==> config.mk <==
export PLATFORM = sky130hd
export DESIGN_NAME = cce_mul
export DESIGN_NICKNAME = d
export VERILOG_FILES = /design/src/rtl/cce_pkg.sv /design/src/rtl/cce_mul.sv
export SDC_FILE = /design/constraint.sdc
export NUM_CORES = 2
export LEC_CHECK = 0
export ABC_AREA = 1
export BUFFER_PORTS_ARGS = -buffer_cell sky130_fd_sc_hd__buf_2
export CAP_MARGIN = 10
export CORE_ASPECT_RATIO = 0.7
export CORE_MARGIN = 4
export CORE_UTILIZATION = 65
export DETAILED_ROUTE_END_ITERATION = 12
export GPL_ROUTABILITY_DRIVEN = 0
export PLACE_DENSITY_LB_ADDON = 0.05
export SYNTH_ARGS = -nofsm -noshare
export SYNTH_HDL_FRONTEND = slang
export SYNTH_SLANG_ARGS = --single-unit
export TNS_END_PERCENT = 100
==> constraint.sdc <==
create_clock -name clk -period 20.7 [get_ports clk]
set_clock_uncertainty 0.2 [all_clocks]
set_input_delay 2.07 -clock clk [delete_from_list [all_inputs] [get_ports clk]]
set_output_delay 2.07 -clock clk [all_outputs]
set_load 0.03 [all_outputs]
==> src/rtl/cce_pkg.sv <==
// ----------------------------------------------------------------------------
// cce_pkg
// Widths, codes and shared types of the Chebyshev Clenshaw evaluator.
// ----------------------------------------------------------------------------
package cce_pkg;

  localparam int MAX_TERMS_DEF = 64;
  localparam int IDX_W         = 6;
  localparam int DATA_W        = 32;
  localparam int THR_W         = 31;
  localparam int ADDR_W        = 4;
  localparam int SQ_W          = 61;   // radicand 2^60 - x^2
  localparam int ROOT_W        = 31;

  localparam logic CMD_LOAD = 1'b0;
  localparam logic CMD_EVAL = 1'b1;

  typedef enum logic [1:0] {
    REG_TOP_INDEX = 2'd0,
    REG_ODD_ORDER = 2'd1,
    REG_ZERO_THR  = 2'd2
  } reg_idx_t;

  typedef enum logic [3:0] {
    S_IDLE,
    S_SQ,
    S_STEP_A,
    S_STEP_B,
    S_FIN_A,
    S_FIN_B,
    S_ODD_W,
    S_ODD_B,
    S_DONE
  } state_t;

  typedef struct packed {
    logic busy;
    logic done;
  } sqrt_stat_t;

endpackage

==> src/rtl/cce_mul.sv <==
// ----------------------------------------------------------------------------
// cce_mul
// Shared signed 32x32 multiplier with a registered product.
// ----------------------------------------------------------------------------
module cce_mul (
  input  logic                                clk,
  input  logic signed [cce_pkg::DATA_W-1:0]   mul_a,
  input  logic signed [cce_pkg::DATA_W-1:0]   mul_b,
  output logic signed [2*cce_pkg::DATA_W-1:0] prod_r
);

  always_ff @(posedge clk) begin
    prod_r <= mul_a * mul_b;
  end

endmodule

==> metrics.md <==
| Metric | Value |
|---|---|
| Hold violation total from the final report | 0 |
| CP max FO | 32 |
| Beginning of the worst hold path | mul_b[0] |
| Async SR Flop Fraction | 0% |
| Worst-case hold path end point | prod_r[0] |
| Slew at the pin closest to its max-slew limit | 0.992 ns |
| Slowest Stage Delay on Critical Path | 0.86 ns |
| Number of vias after detailed routing | 31.3k |
| First-pass GRT wire length | 187000 um |
| Initial antenna violation count | 5 |
| WP data required | 20.78 ns |
| Period Utilization, post-route | 47.9% |
| Std-Cell Core Area | 60500 um2 |
| Multi-input combinational cell area | 31800 um2 |
| Netlist Area Pre-Place | 40200 um2 |
| Registers with the highest flip-flop counts | prod_r: 64 flops |
| Hold-fix buffers, CTS | 0 |
| Register bank with the most flops | prod_r |
| Part of the Yosys area used for sequential elements | 3.19% |
| Count of flip-flops with a built-in enable after synthesis | 0 |
| Clock Root Buffer | clkbuf_16 |
| Violation count after the first detailed-route iteration | 3234 |
| TritonCTS clock tree | done |
| Area added between synthesis and finish | 3.50% |
| Time the final worst path needs with I/O delays and setup | 9.92 ns |
| Final-layout setup total negative slack | 0 ns |
| Register area | 1280 um2 |
| Y dimension of the die | 216 um |
| Bufs and invs on worst path | 9 |
| HPWL after detailed placement | 94200 um |
| Max Clk Rate | 101 MHz |
| Outcome | finished clean |
| Quantity of I/O buffers inserted on ports | 128 |
| Family with the most delay on the worst path | adder cells |
| Number of instances in the synthesized netlist | 5124 |
| Die span in x | 305 um |
| CP Data Arrival Time | 10.00 ns |
| Total routed wirelength | 116000 um |
| Die ar. | 66000 um2 |
| Initial standard-cell utilization of the core | 66.4% |
| Drt pass-1 iters | 6 |
| Post-CTS setup buffer count | 0 |
| Post-DR vias/cell | 5.30 |
| Clock-pin slew on the worst setup and hold paths | 0.06 ns |
| CP max stage cell | fa_1 |
| Remaining max-slew budget at the tightest pin | 33.9% |
| Worst setup path category | in2reg |
| Average footprint of a synthesized cell | 7.85 um2 |
| Number of endpoints failing setup at the final stage | 0 |
| Maximum Capacitance Violations | 0 |
| Largest register FFs | 64 |
| CTS Buf Count | 9 |
| Number of distinct library cells after synthesis | 27 |
| Count of antenna-violating nets left after detailed routing | 0 |
| Number of fill cells | 5136 |
| Worst min path class | in2reg |
| Synth Net Count | 6455 |
| CTS sink cnt | 64 |
| Warning count from the yosys run | 0 |
| Site Rows | 75 |
| RSZ-0062 raised after global routing | no |
| Largest net degree at the start of global routing | 33 |
| Number of buffers on the longest clock path | 2 |
| Number of slew-limit violations in the final report | 0 |
| Fraction of layout instances using a drive strength above 1 | 4.77% |
| Via count of the first global-routing pass | 32.7k |
| Top-level I/O count | 129 |
| Number of DRC violations after detailed routing | 0 |
| Number of synthesized register bits | 64 |
| Critical Path End Type | flop |
| Worst Hold Depth | 4 |
| Number of H-tree branching levels | 3 |
| Detail-routed net length per standard cell | 19.6 um |
| Final #Nets | 6419 |
| Top_reg_cell synth | dfxtp_1 |
| Count of cells resized by post-cts repair | 0 |
| Final global-route overflow total | 0 |
| Total global-route track usage | 36.9% |
| Worst Setup Start Kind | input pin |
## tightest hold or removal path: stages
cell	delay (ns)
buf_2	0.10
buf_4	0.24
nand2_1	0.14
inv_1	0.05
## worst max path at each step
stage                             to  depth (start not counted)  slack, ns  startpoint
after CTS                 prod_r[52]                         26      10.89    mul_b[5]
after global placement    prod_r[60]                         27      10.68    mul_b[5]
after floorplan           prod_r[59]                         27      11.79   mul_a[31]
after global routing      prod_r[58]                         27      10.36    mul_b[5]
after detailed placement  prod_r[52]                         26      10.54    mul_b[5]
final                     prod_r[58]                         28      10.78    mul_b[5]
## per-layer routing
| layer | up-vias | track usage (%) | part of all wire [%] |
|---|---|---|---|
| met2 | 2052 | 50.6 | 39 |
| met5 | - | 0 | 0.023 |
| met4 | 4 | 6.89 | 2.2 |
| met3 | 183 | 13.3 | 16 |
| met1 | 15166 | 57.1 | 43 |
| li1 | 13855 | - | - |
## area by class of cell
class | instances | area share [%]
multi-input cells | 3168 | 76.5
well taps | 808 | 2.43
diodes | 2 | 0.0120
clock inverters | 7 | 0.289
clock buffers | 9 | 0.541
flip-flops and latches | 64 | 3.08
repair buffers | 145 | 1.85
inverters | 1700 | 15.3
## logic make-up (layout without fill, tap and decap cells)
kind of cell               after synthesis  count (layout)  synth area share, %
AOI/OAI and AO/OA                       95              95                 1.26
xor gates and xnor gates                34              34                0.741
adders and majority gates             1266            1266                 59.6
buffers and inverters                 1892            1861                 17.7
DFF                                     64              64                 3.19
other                                    0               2                    0
and+or+nand+nor                       1773            1773                 17.5
## Yosys cell counts (4+ instances only)
library cell	n	area share (%)
nor3_2	5	0.12
o21ai_0	17	0.21
o21ai_1	4	0.050
inv_1	1692	16
nor2_1	93	0.87
fa_1	1082	54
ha_1	184	5.7
nand3_1	73	0.91
nand2_1	1504	14
a21oi_1	62	0.77
nand2_2	21	0.33
nor2_2	31	0.48
nand3b_1	6	0.11
o21bai_1	8	0.15
xor2_1	31	0.68
nand4_1	13	0.20
inv_2	8	0.075
or2_2	7	0.11
clkbuf_1	192	1.8
nor3_1	11	0.14
dfxtp_1	64	3.2
nand3_2	6	0.15
## metrics by stage
stage	std cells	hold WS (ns)	setup slack, ns	utilization [%]	area, um2
final	5903	2.13	10.78	68.8	41600
after global routing	5902	2.15	10.36	68.7	41600
after CTS	5901	2.12	10.89	68.7	41600
after detailed placement	5885	2.30	10.54	68.2	41300
after global placement	5885	2.30	10.68	68.2	41300
after floorplan	5124	1.97	11.79	-	40200
## cells in the final DEF (no fill, tap or decap), types with 2 or more instances in the layout
cell type and count:
a21o_1 2, a21oi_1 62, buf_2 128, buf_4 17, bufinv_16 3, clkbuf_16 9
clkinv_4 2, dfxtp_1 64, diode_2 2, fa_1 1082, ha_1 184, inv_1 1692
inv_2 8, nand2_1 1504, nand2_2 21, nand3_1 73, nand3_2 6, nand3b_1 6
nand4_1 13, nor2_1 93, nor2_2 31, nor2_4 3, nor3_1 11, nor3_2 5
o21ai_0 17, o21ai_1 4, o21bai_1 8, or2_2 7, xnor2_1 3, xor2_1 31
Power is left out: the tool's default activity adds up to more than one toggle a clock period on the data nets, which glitch-free logic cannot reach.
