[config.mk]
export PLATFORM = sky130hd
export DESIGN_NAME = cce_sqrt
export DESIGN_NICKNAME = d
export VERILOG_FILES = /design/src/rtl/cce_pkg.sv /design/src/rtl/cce_sqrt.sv
export SDC_FILE = /design/constraint.sdc
export NUM_CORES = 1
export LEC_CHECK = 0
export ABC_AREA = 1
export BUFFER_PORTS_ARGS = -buffer_cell sky130_fd_sc_hd__buf_2
export CAP_MARGIN = 20
export CORE_MARGIN = 1.5
export CORE_UTILIZATION = 46
export CTS_CLUSTER_DIAMETER = 150
export DETAILED_ROUTE_END_ITERATION = 8
export REMOVE_ABC_BUFFERS = 1
export SKIP_CTS_REPAIR_TIMING = 1
export SYNTH_ARGS = -nofsm -noshare
export SYNTH_HDL_FRONTEND = slang
export SYNTH_SLANG_ARGS = --single-unit
[constraint.sdc]
create_clock -name clk -period 15.2 [get_ports clk]
set_clock_uncertainty 0.15 [all_clocks]
set_input_delay 0 -clock clk [delete_from_list [all_inputs] [get_ports clk]]
set_output_delay 0 -clock clk [all_outputs]
set_load 0.02 [all_outputs]
[src/rtl/cce_pkg.sv]
// ----------------------------------------------------------------------------
// cce_pkg
// Widths, codes and shared types of the Chebyshev Clenshaw evaluator.
// ----------------------------------------------------------------------------
package cce_pkg;

  localparam int MAX_TERMS_DEF = 64;
  localparam int IDX_W         = 6;
  localparam int DATA_W        = 32;
  localparam int THR_W         = 31;
  localparam int ADDR_W        = 4;
  localparam int SQ_W          = 61;   // radicand 2^60 - x^2
  localparam int ROOT_W        = 31;

  localparam logic CMD_LOAD = 1'b0;
  localparam logic CMD_EVAL = 1'b1;

  typedef enum logic [1:0] {
    REG_TOP_INDEX = 2'd0,
    REG_ODD_ORDER = 2'd1,
    REG_ZERO_THR  = 2'd2
  } reg_idx_t;

  typedef enum logic [3:0] {
    S_IDLE,
    S_SQ,
    S_STEP_A,
    S_STEP_B,
    S_FIN_A,
    S_FIN_B,
    S_ODD_W,
    S_ODD_B,
    S_DONE
  } state_t;

  typedef struct packed {
    logic busy;
    logic done;
  } sqrt_stat_t;

endpackage

[src/rtl/cce_sqrt.sv]
// ----------------------------------------------------------------------------
// cce_sqrt
// Bit-pair restoring integer square root, one result bit per cycle.
// ----------------------------------------------------------------------------
module cce_sqrt (
  input  logic                         clk,
  input  logic                         rst_n,
  input  logic                         start,
  input  logic [cce_pkg::SQ_W-1:0]     radicand,
  output logic [cce_pkg::ROOT_W-1:0]   root,
  output cce_pkg::sqrt_stat_t          stat
);

  localparam logic [cce_pkg::SQ_W-1:0] BIT_TOP = {1'b1, {(cce_pkg::SQ_W-1){1'b0}}};

  logic [cce_pkg::SQ_W-1:0] rem_r;
  logic [cce_pkg::SQ_W:0]   res_r;
  logic [cce_pkg::SQ_W-1:0] bit_r;
  logic                     busy_r;
  logic                     done_r;
  logic [cce_pkg::SQ_W:0]   trial;
  logic                     take;

  assign trial = res_r + {1'b0, bit_r};
  assign take  = {1'b0, rem_r} >= trial;

  always_ff @(posedge clk) begin
    if (!rst_n) begin
      busy_r <= 1'b0;
      done_r <= 1'b0;
    end else if (start) begin
      busy_r <= 1'b1;
      done_r <= 1'b0;
    end else if (busy_r && bit_r[0]) begin
      busy_r <= 1'b0;
      done_r <= 1'b1;
    end
  end

  always_ff @(posedge clk) begin
    if (start) begin
      rem_r <= radicand;
      res_r <= '0;
      bit_r <= BIT_TOP;
    end else if (busy_r) begin
      if (take) begin
        rem_r <= rem_r - trial[cce_pkg::SQ_W-1:0];
        res_r <= (res_r >> 1) + {1'b0, bit_r};
      end else begin
        res_r <= res_r >> 1;
      end
      bit_r <= bit_r >> 2;
    end
  end

  assign root = res_r[cce_pkg::ROOT_W-1:0];
  assign stat = '{busy: busy_r, done: done_r};

endmodule

==> results.json, run 1 <==
{
  "synth_edf_count": 61,
  "grt_pass1_wl_um": 98100,
  "fp.dieH_um": 197,
  "period_minus_slack_ns": 6.44,
  "syn_to_final_growth_pct": 10.3,
  "drc": 0,
  "io_buffers": 96,
  "synth_seq_cells": 156,
  "fill_cells": 3994,
  "ant_nets": 0,
  "synth_top_area_cell": "nand2_1",
  "p_total_w": 0.00329,
  "hold_viol_final": 0,
  "cts_tree": "done",
  "ys_async_sr_fraction": 0,
  "grt_overflow": 0,
  "core_mm2": 0.0375,
  "cts_buffer_depth": 2,
  "grt_usage": 0.327,
  "multi_input_area_mm2": 0.0116,
  "start_kind": "flip-flop",
  "wl_per_cell_um": 18.3,
  "cts.htree.levels": 4,
  "initial_core_util": 0.464,
  "wl_um": 63600,
  "die_x_um": 197,
  "vias_per_cell": 5.50,
  "drv_cap": 0,
  "critPathMaxStageDelay_ns": 0.68,
  "path_max_fanout": 61,
  "clock_sinks": 156,
  "status": "finished clean",
  "drt-initial-drc-count": 1716,
  "synth_common_cells": "nand2_1 (763), inv_1 (378), nor2_1 (327)",
  "end_kind": "flip-flop",
  "pwr_density_cell_mw_per_mm2": 172,
  "ys_seq_area_frac": 0.215,
  "num_rows": 71,
  "io_pins": 97,
  "synth_cell_types": 48,
  "finalMaxSlewViolations": 0,
  "leakagePower_nw": 8.43,
  "setup_viol": 0,
  "antenna_cells": 0,
  "vias": 19100,
  "gp_congestion": 0.983,
  "finalNetCount": 3137,
  "rsz0062_at_grt": "no",
  "clk_pin_slew_ns": 0.07,
  "yosys_warnings": 0,
  "regArea_mm2": 0.00374,
  "antenna_found_initial": 0,
  "dp_hpwl_um": 50100,
  "fp.dieArea_mm2": 0.0390,
  "vdd_drop_max_v": 0.000118,
  "cts-root-buf": "clkbuf_16",
  "yosysTopAreaCellShare": 0.165,
  "drive_gt1_frac": 0.0615,
  "hold_class": "primary input to flip-flop",
  "timing.setup.tns_ns": 0,
  "tightest_slew_ns": 1.07,
  "avgSynthCellArea_um2": 6.05,
  "finalCritPeriodShare": 0.424,
  "arrival_ns": 6.41,
  "yosys-top-cells-area": "nand2_1 (16%), dfxtp_1 (11%), edfxtp_1 (11%)",
  "yosysMostFrequentCell": "nand2_1",
  "grt_max_degree": 92,
  "clk_latency_ns": 0.49,
  "fmax_mhz": 155,
  "drt_pass1_iterations": 6,
  "first_global_vias": 17700,
  "cts_buffers": 17,
  "synthFlopType": "dfxtp_1",
  "syn_area_mm2": 0.0174,
  "cpMostUsedCell": "nand2_1",
  "relSlewSlack": 0.285,
  "worstSetupPathType": "flip-flop to flip-flop",
  "cp.required_ns": 15.17,
  "crit_path_top_delay_cell": "buf_4",
  "synth_cells": 2874
}
per-layer routing:
layer	vias up	track usage	routed length [µm]
met5	-	0	0
met4	0	0.123	1990
met3	96	0.0512	4090
met2	687	0.501	27700
met1	8757	0.458	29800
li1	9562	-	-
logic make-up (layout without fill, tap and decap cells):
group / after synthesis / in the layout / share of synthesized area
adder cells (fa/ha/maj): 126 / 126 / 0.0910
AO/OA/AOI/OAI: 511 / 511 / 0.161
AND/OR/NAND/NOR: 1458 / 1458 / 0.353
buffers and inverters: 497 / 582 / 0.117
flip-flops: 156 / 156 / 0.215
XOR/XNOR: 126 / 126 / 0.0634
metrics by stage:
step           instances  cell area, µm²  setup WS, ns  hold slack (ns)   util
2_1_floorplan       2758           16800          8.12          -0.0809      -
3_3_place_gp        3377           18000          8.75           0.0847  0.481
3_5_place_dp        3377           18000          8.82           0.0898  0.481
4_1_cts             3408           18600          8.80           -0.442  0.496
5_1_grt             3470           19200          8.29          0.00462  0.512
6_report            3470           19200          8.76          0.00300  0.512
power breakdown:
part / switching [W] / total, W / internal [W]
Clock: 0.000199 / 0.000431 / 0.000231
Combinational: 0.00141 / 0.00214 / 0.000729
Sequential: 0.000135 / 0.000728 / 0.000593
state kept, by name, indices dropped and copies added, names as in the netlist:
name / flops
res_r: 62
rem_r: 61
bit_r: 31
busy_r: 1
done_r: 1
cell type report:
type	instances	share of cell area
Clock inverter	8	0.00287
Inverter	381	0.0745
Timing Repair Buffer	170	0.0622
Clock buffer	23	0.0261
Tap cell	511	0.0333
Sequential cell	156	0.195
Multi-Input combinational cell	2221	0.606
critical path: cells and delay by family (launching register included):
kind / cells / cell delay (ns)
xor gates and xnor gates: 1 / 0.17
buffers and inverters: 4 / 0.98
AOI/OAI and AO/OA: 3 / 1.01
DFF: 1 / 0.41
adders and majority gates: 2 / 0.74
and+or+nand+nor: 18 / 2.52
cells in the final DEF, fill, tap and decap left out, types with 5 or more instances in the layout:
master and n:
ha_1 125, nor2_1 327, clkbuf_16 18, or2_2 29
xnor2_1 49, o211ai_1 11, nand3b_1 5, a21oi_1 217
nand4_1 84, a21o_1 13, a21boi_0 5, nor4_1 9
o31ai_1 6, inv_2 5, inv_1 376, dlygate4sd3_1 62
o21bai_1 28, nand3_1 188, buf_4 13, edfxtp_1 61
xor2_1 77, o21ai_0 193, dfxtp_1 94, nor3_1 40
a31oi_1 18, buf_2 95, nand2_1 762
final timing paths:
check,start,endpoint,cells past startpoint,slack [ns]
worst max register to register,res_r[6],rem_r[6],28,8.76
worst min-delay path,start,res_r[46],2,0.003
worst min register to register,bit_r[36],bit_r[34],2,0.38
worst max-delay path,res_r[6],rem_r[6],28,8.76
Power figures use the tool's default switching activity.
==> inputs of run 2 (changes only) <==
==> constraint.sdc (replaced) <==
create_clock -name clk -period 6.5 [get_ports clk]
set_clock_uncertainty 0.15 [all_clocks]
set_input_delay 0 -clock clk [delete_from_list [all_inputs] [get_ports clk]]
set_output_delay 0 -clock clk [all_outputs]
set_load 0.02 [all_outputs]
==> results.json, run 2 (synthesis gave the netlist of run 1 again) <==
{
  "rr_endpoint": "rem_r[6]",
  "ant_nets": 0,
  "worst-r2r-setup-slack_ns": 0.38,
  "largest-register": "res_r",
  "reg.largest.list": "res_r x62, rem_r x61, bit_r x31",
  "end_kind": "flip-flop",
  "p_total_w": 0.00783,
  "clock_sinks": 156,
  "rsz0062_at_grt": "no",
  "min_from": "start",
  "hold_viol_final": 0,
  "syn_to_final_growth_pct": 11.1,
  "setup_viol": 0,
  "status": "finished clean",
  "drt-initial-drc-count": 1641,
  "worstSetupPathType": "flip-flop to flip-flop",
  "placed_area_mm2": 0.0181,
  "wl_um": 63500,
  "timing.rr.start": "res_r[6]",
  "p_clk_frac": 0.137,
  "cts.htree.levels": 4,
  "finalNetCount": 3146,
  "antenna_found_initial": 0,
  "arrival_ns": 6.09,
  "p_sw_w": 0.00411,
  "finalCritPeriodShare": 0.941,
  "vias": 19400,
  "crit_path_top_delay_cell": "dfxtp_1",
  "grt_max_degree": 79,
  "drc": 0,
  "fp.dieH_um": 197,
  "io_buffers": 96,
  "fill_cells": 4022,
  "vias_per_cell": 5.57,
  "p_sw_frac": 0.525,
  "tightest_slew_ns": 1.06,
  "num_rows": 71,
  "drt_pass1_iterations": 6,
  "start_kind": "flip-flop",
  "drive_gt1_frac": 0.0633,
  "seqPwrFrac": 0.214,
  "io_pins": 97,
  "largest_register_ffs": 62,
  "relSlewSlack": 0.284,
  "leakagePower_nw": 8.50,
  "gp_congestion": 1.03,
  "ff2ff_path_depth": 28,
  "final_core_util": 0.516,
  "die_x_um": 197,
  "grt_pass1_wl_um": 98300,
  "cts_tree": "done",
  "period_minus_slack_ns": 6.12,
  "initial_core_util": 0.464,
  "holdPathEnd": "bit_r[4]",
  "dp_hpwl_um": 49900,
  "fp.dieArea_mm2": 0.0390,
  "path_max_fanout": 61,
  "clk_pin_slew_ns": 0.07,
  "critPathMaxStageDelay_ns": 0.40,
  "clk_latency_ns": 0.47,
  "cts-root-buf": "clkbuf_16",
  "cts_buffers": 17,
  "pwr_density_cell_mw_per_mm2": 405,
  "cts_buffer_depth": 2,
  "wl_per_cell_um": 18.3,
  "cp.required_ns": 6.47,
  "layout_common_cells": "nand2_1 (762), inv_1 (376), nor2_1 (327), a21oi_1 (217), o21ai_0 (192)",
  "worst_hold_path.num_cells": 4,
  "antenna_cells": 0,
  "cpMostUsedCell": "nand2_1",
  "fmax_mhz": 164,
  "combPwrFrac": 0.648,
  "intPower_w": 0.00372,
  "core_mm2": 0.0375,
  "drv_cap": 0,
  "final_cell_area_mm2": 0.0193,
  "grt_usage": 0.325,
  "finalMaxSlewViolations": 0,
  "vdd_drop_max_v": 0.000271,
  "cpLargestDelayFamily": "simple AND/OR/NAND/NOR gates",
  "first_global_vias": 18100,
  "grt_overflow": 0,
  "final_common_cell": "nand2_1",
  "hold_class": "primary input to flip-flop",
  "cp_num_buf_inv": 3
}
run 2: cell types whose count changed in the layout (fill, tap and decap cells not counted), moves of 2 or more:
cell	before	now
buf_4	13	17
inv_6	1	3
clkbuf_8	3	1
bufinv_16	0	2
dlygate4sd3_1	62	65
run 2: power by group through the flow:
stage | registers [W] | clock network, W | logic, W
global placement | 0.00168 | 0 | 0.00488
detailed placement | 0.00169 | 0 | 0.00492
global route | 0.00171 | 0.00113 | 0.00567
floorplan | 0.00165 | 0 | 0.00348
finish | 0.00168 | 0.00108 | 0.00508
CTS | 0.00167 | 0.00110 | 0.00495
run 2: worst max-delay path by stage:
stage	startpoint	end	slack (ns)	cells after the start
2_1_floorplan	res_r[6]	rem_r[0]	-0.58	31
3_3_place_gp	res_r[6]	rem_r[8]	0.34	28
3_5_place_dp	res_r[6]	res_r[28]	0.32	29
4_1_cts	res_r[6]	res_r[26]	0.27	29
5_1_grt	res_r[6]	rem_r[12]	0.06	28
6_report	res_r[6]	rem_r[6]	0.38	28
run 2: layout make-up:
cell class,count,area (µm²),share of cell area
Timing Repair Buffer,179,1280,0.0665
Multi-Input combinational cell,2221,11600,0.602
Sequential cell,156,3740,0.193
Inverter,381,1430,0.0740
Clock buffer,21,472,0.0244
Clock inverter,11,129,0.00667
Tap cell,511,639,0.0331
run 2: through the flow:
step	hold slack [ns]	TNS, ns	cells	worst slack [ns]
floorplan	-0.0809	-35.31	2758	-0.579
global placement	0.0786	0	3383	0.345
detailed placement	0.0939	0	3383	0.321
CTS	-0.415	0	3415	0.274
global route	0.133	0	3480	0.0563
finish	0.0825	0	3480	0.384
run 2: worst register-to-register path, delay by kind of cell, from the launching register on:
family	cells	cell delay, ns
and+or+nand+nor	17	2.41
AOI/OAI and AO/OA	5	1.27
adders and majority gates	2	0.62
buffers and inverters	3	0.49
DFF	1	0.40
xor gates and xnor gates	1	0.29
run 2: per-layer routing:
| metal | vias to the layer above | routed length, µm | global-route usage |
|---|---|---|---|
| li1 | 9569 | - | - |
| met1 | 8999 | 29700 | 0.455 |
| met2 | 706 | 28000 | 0.512 |
| met5 | - | 0 | 0 |
| met3 | 109 | 3900 | 0.0405 |
| met4 | 0 | 1900 | 0.115 |
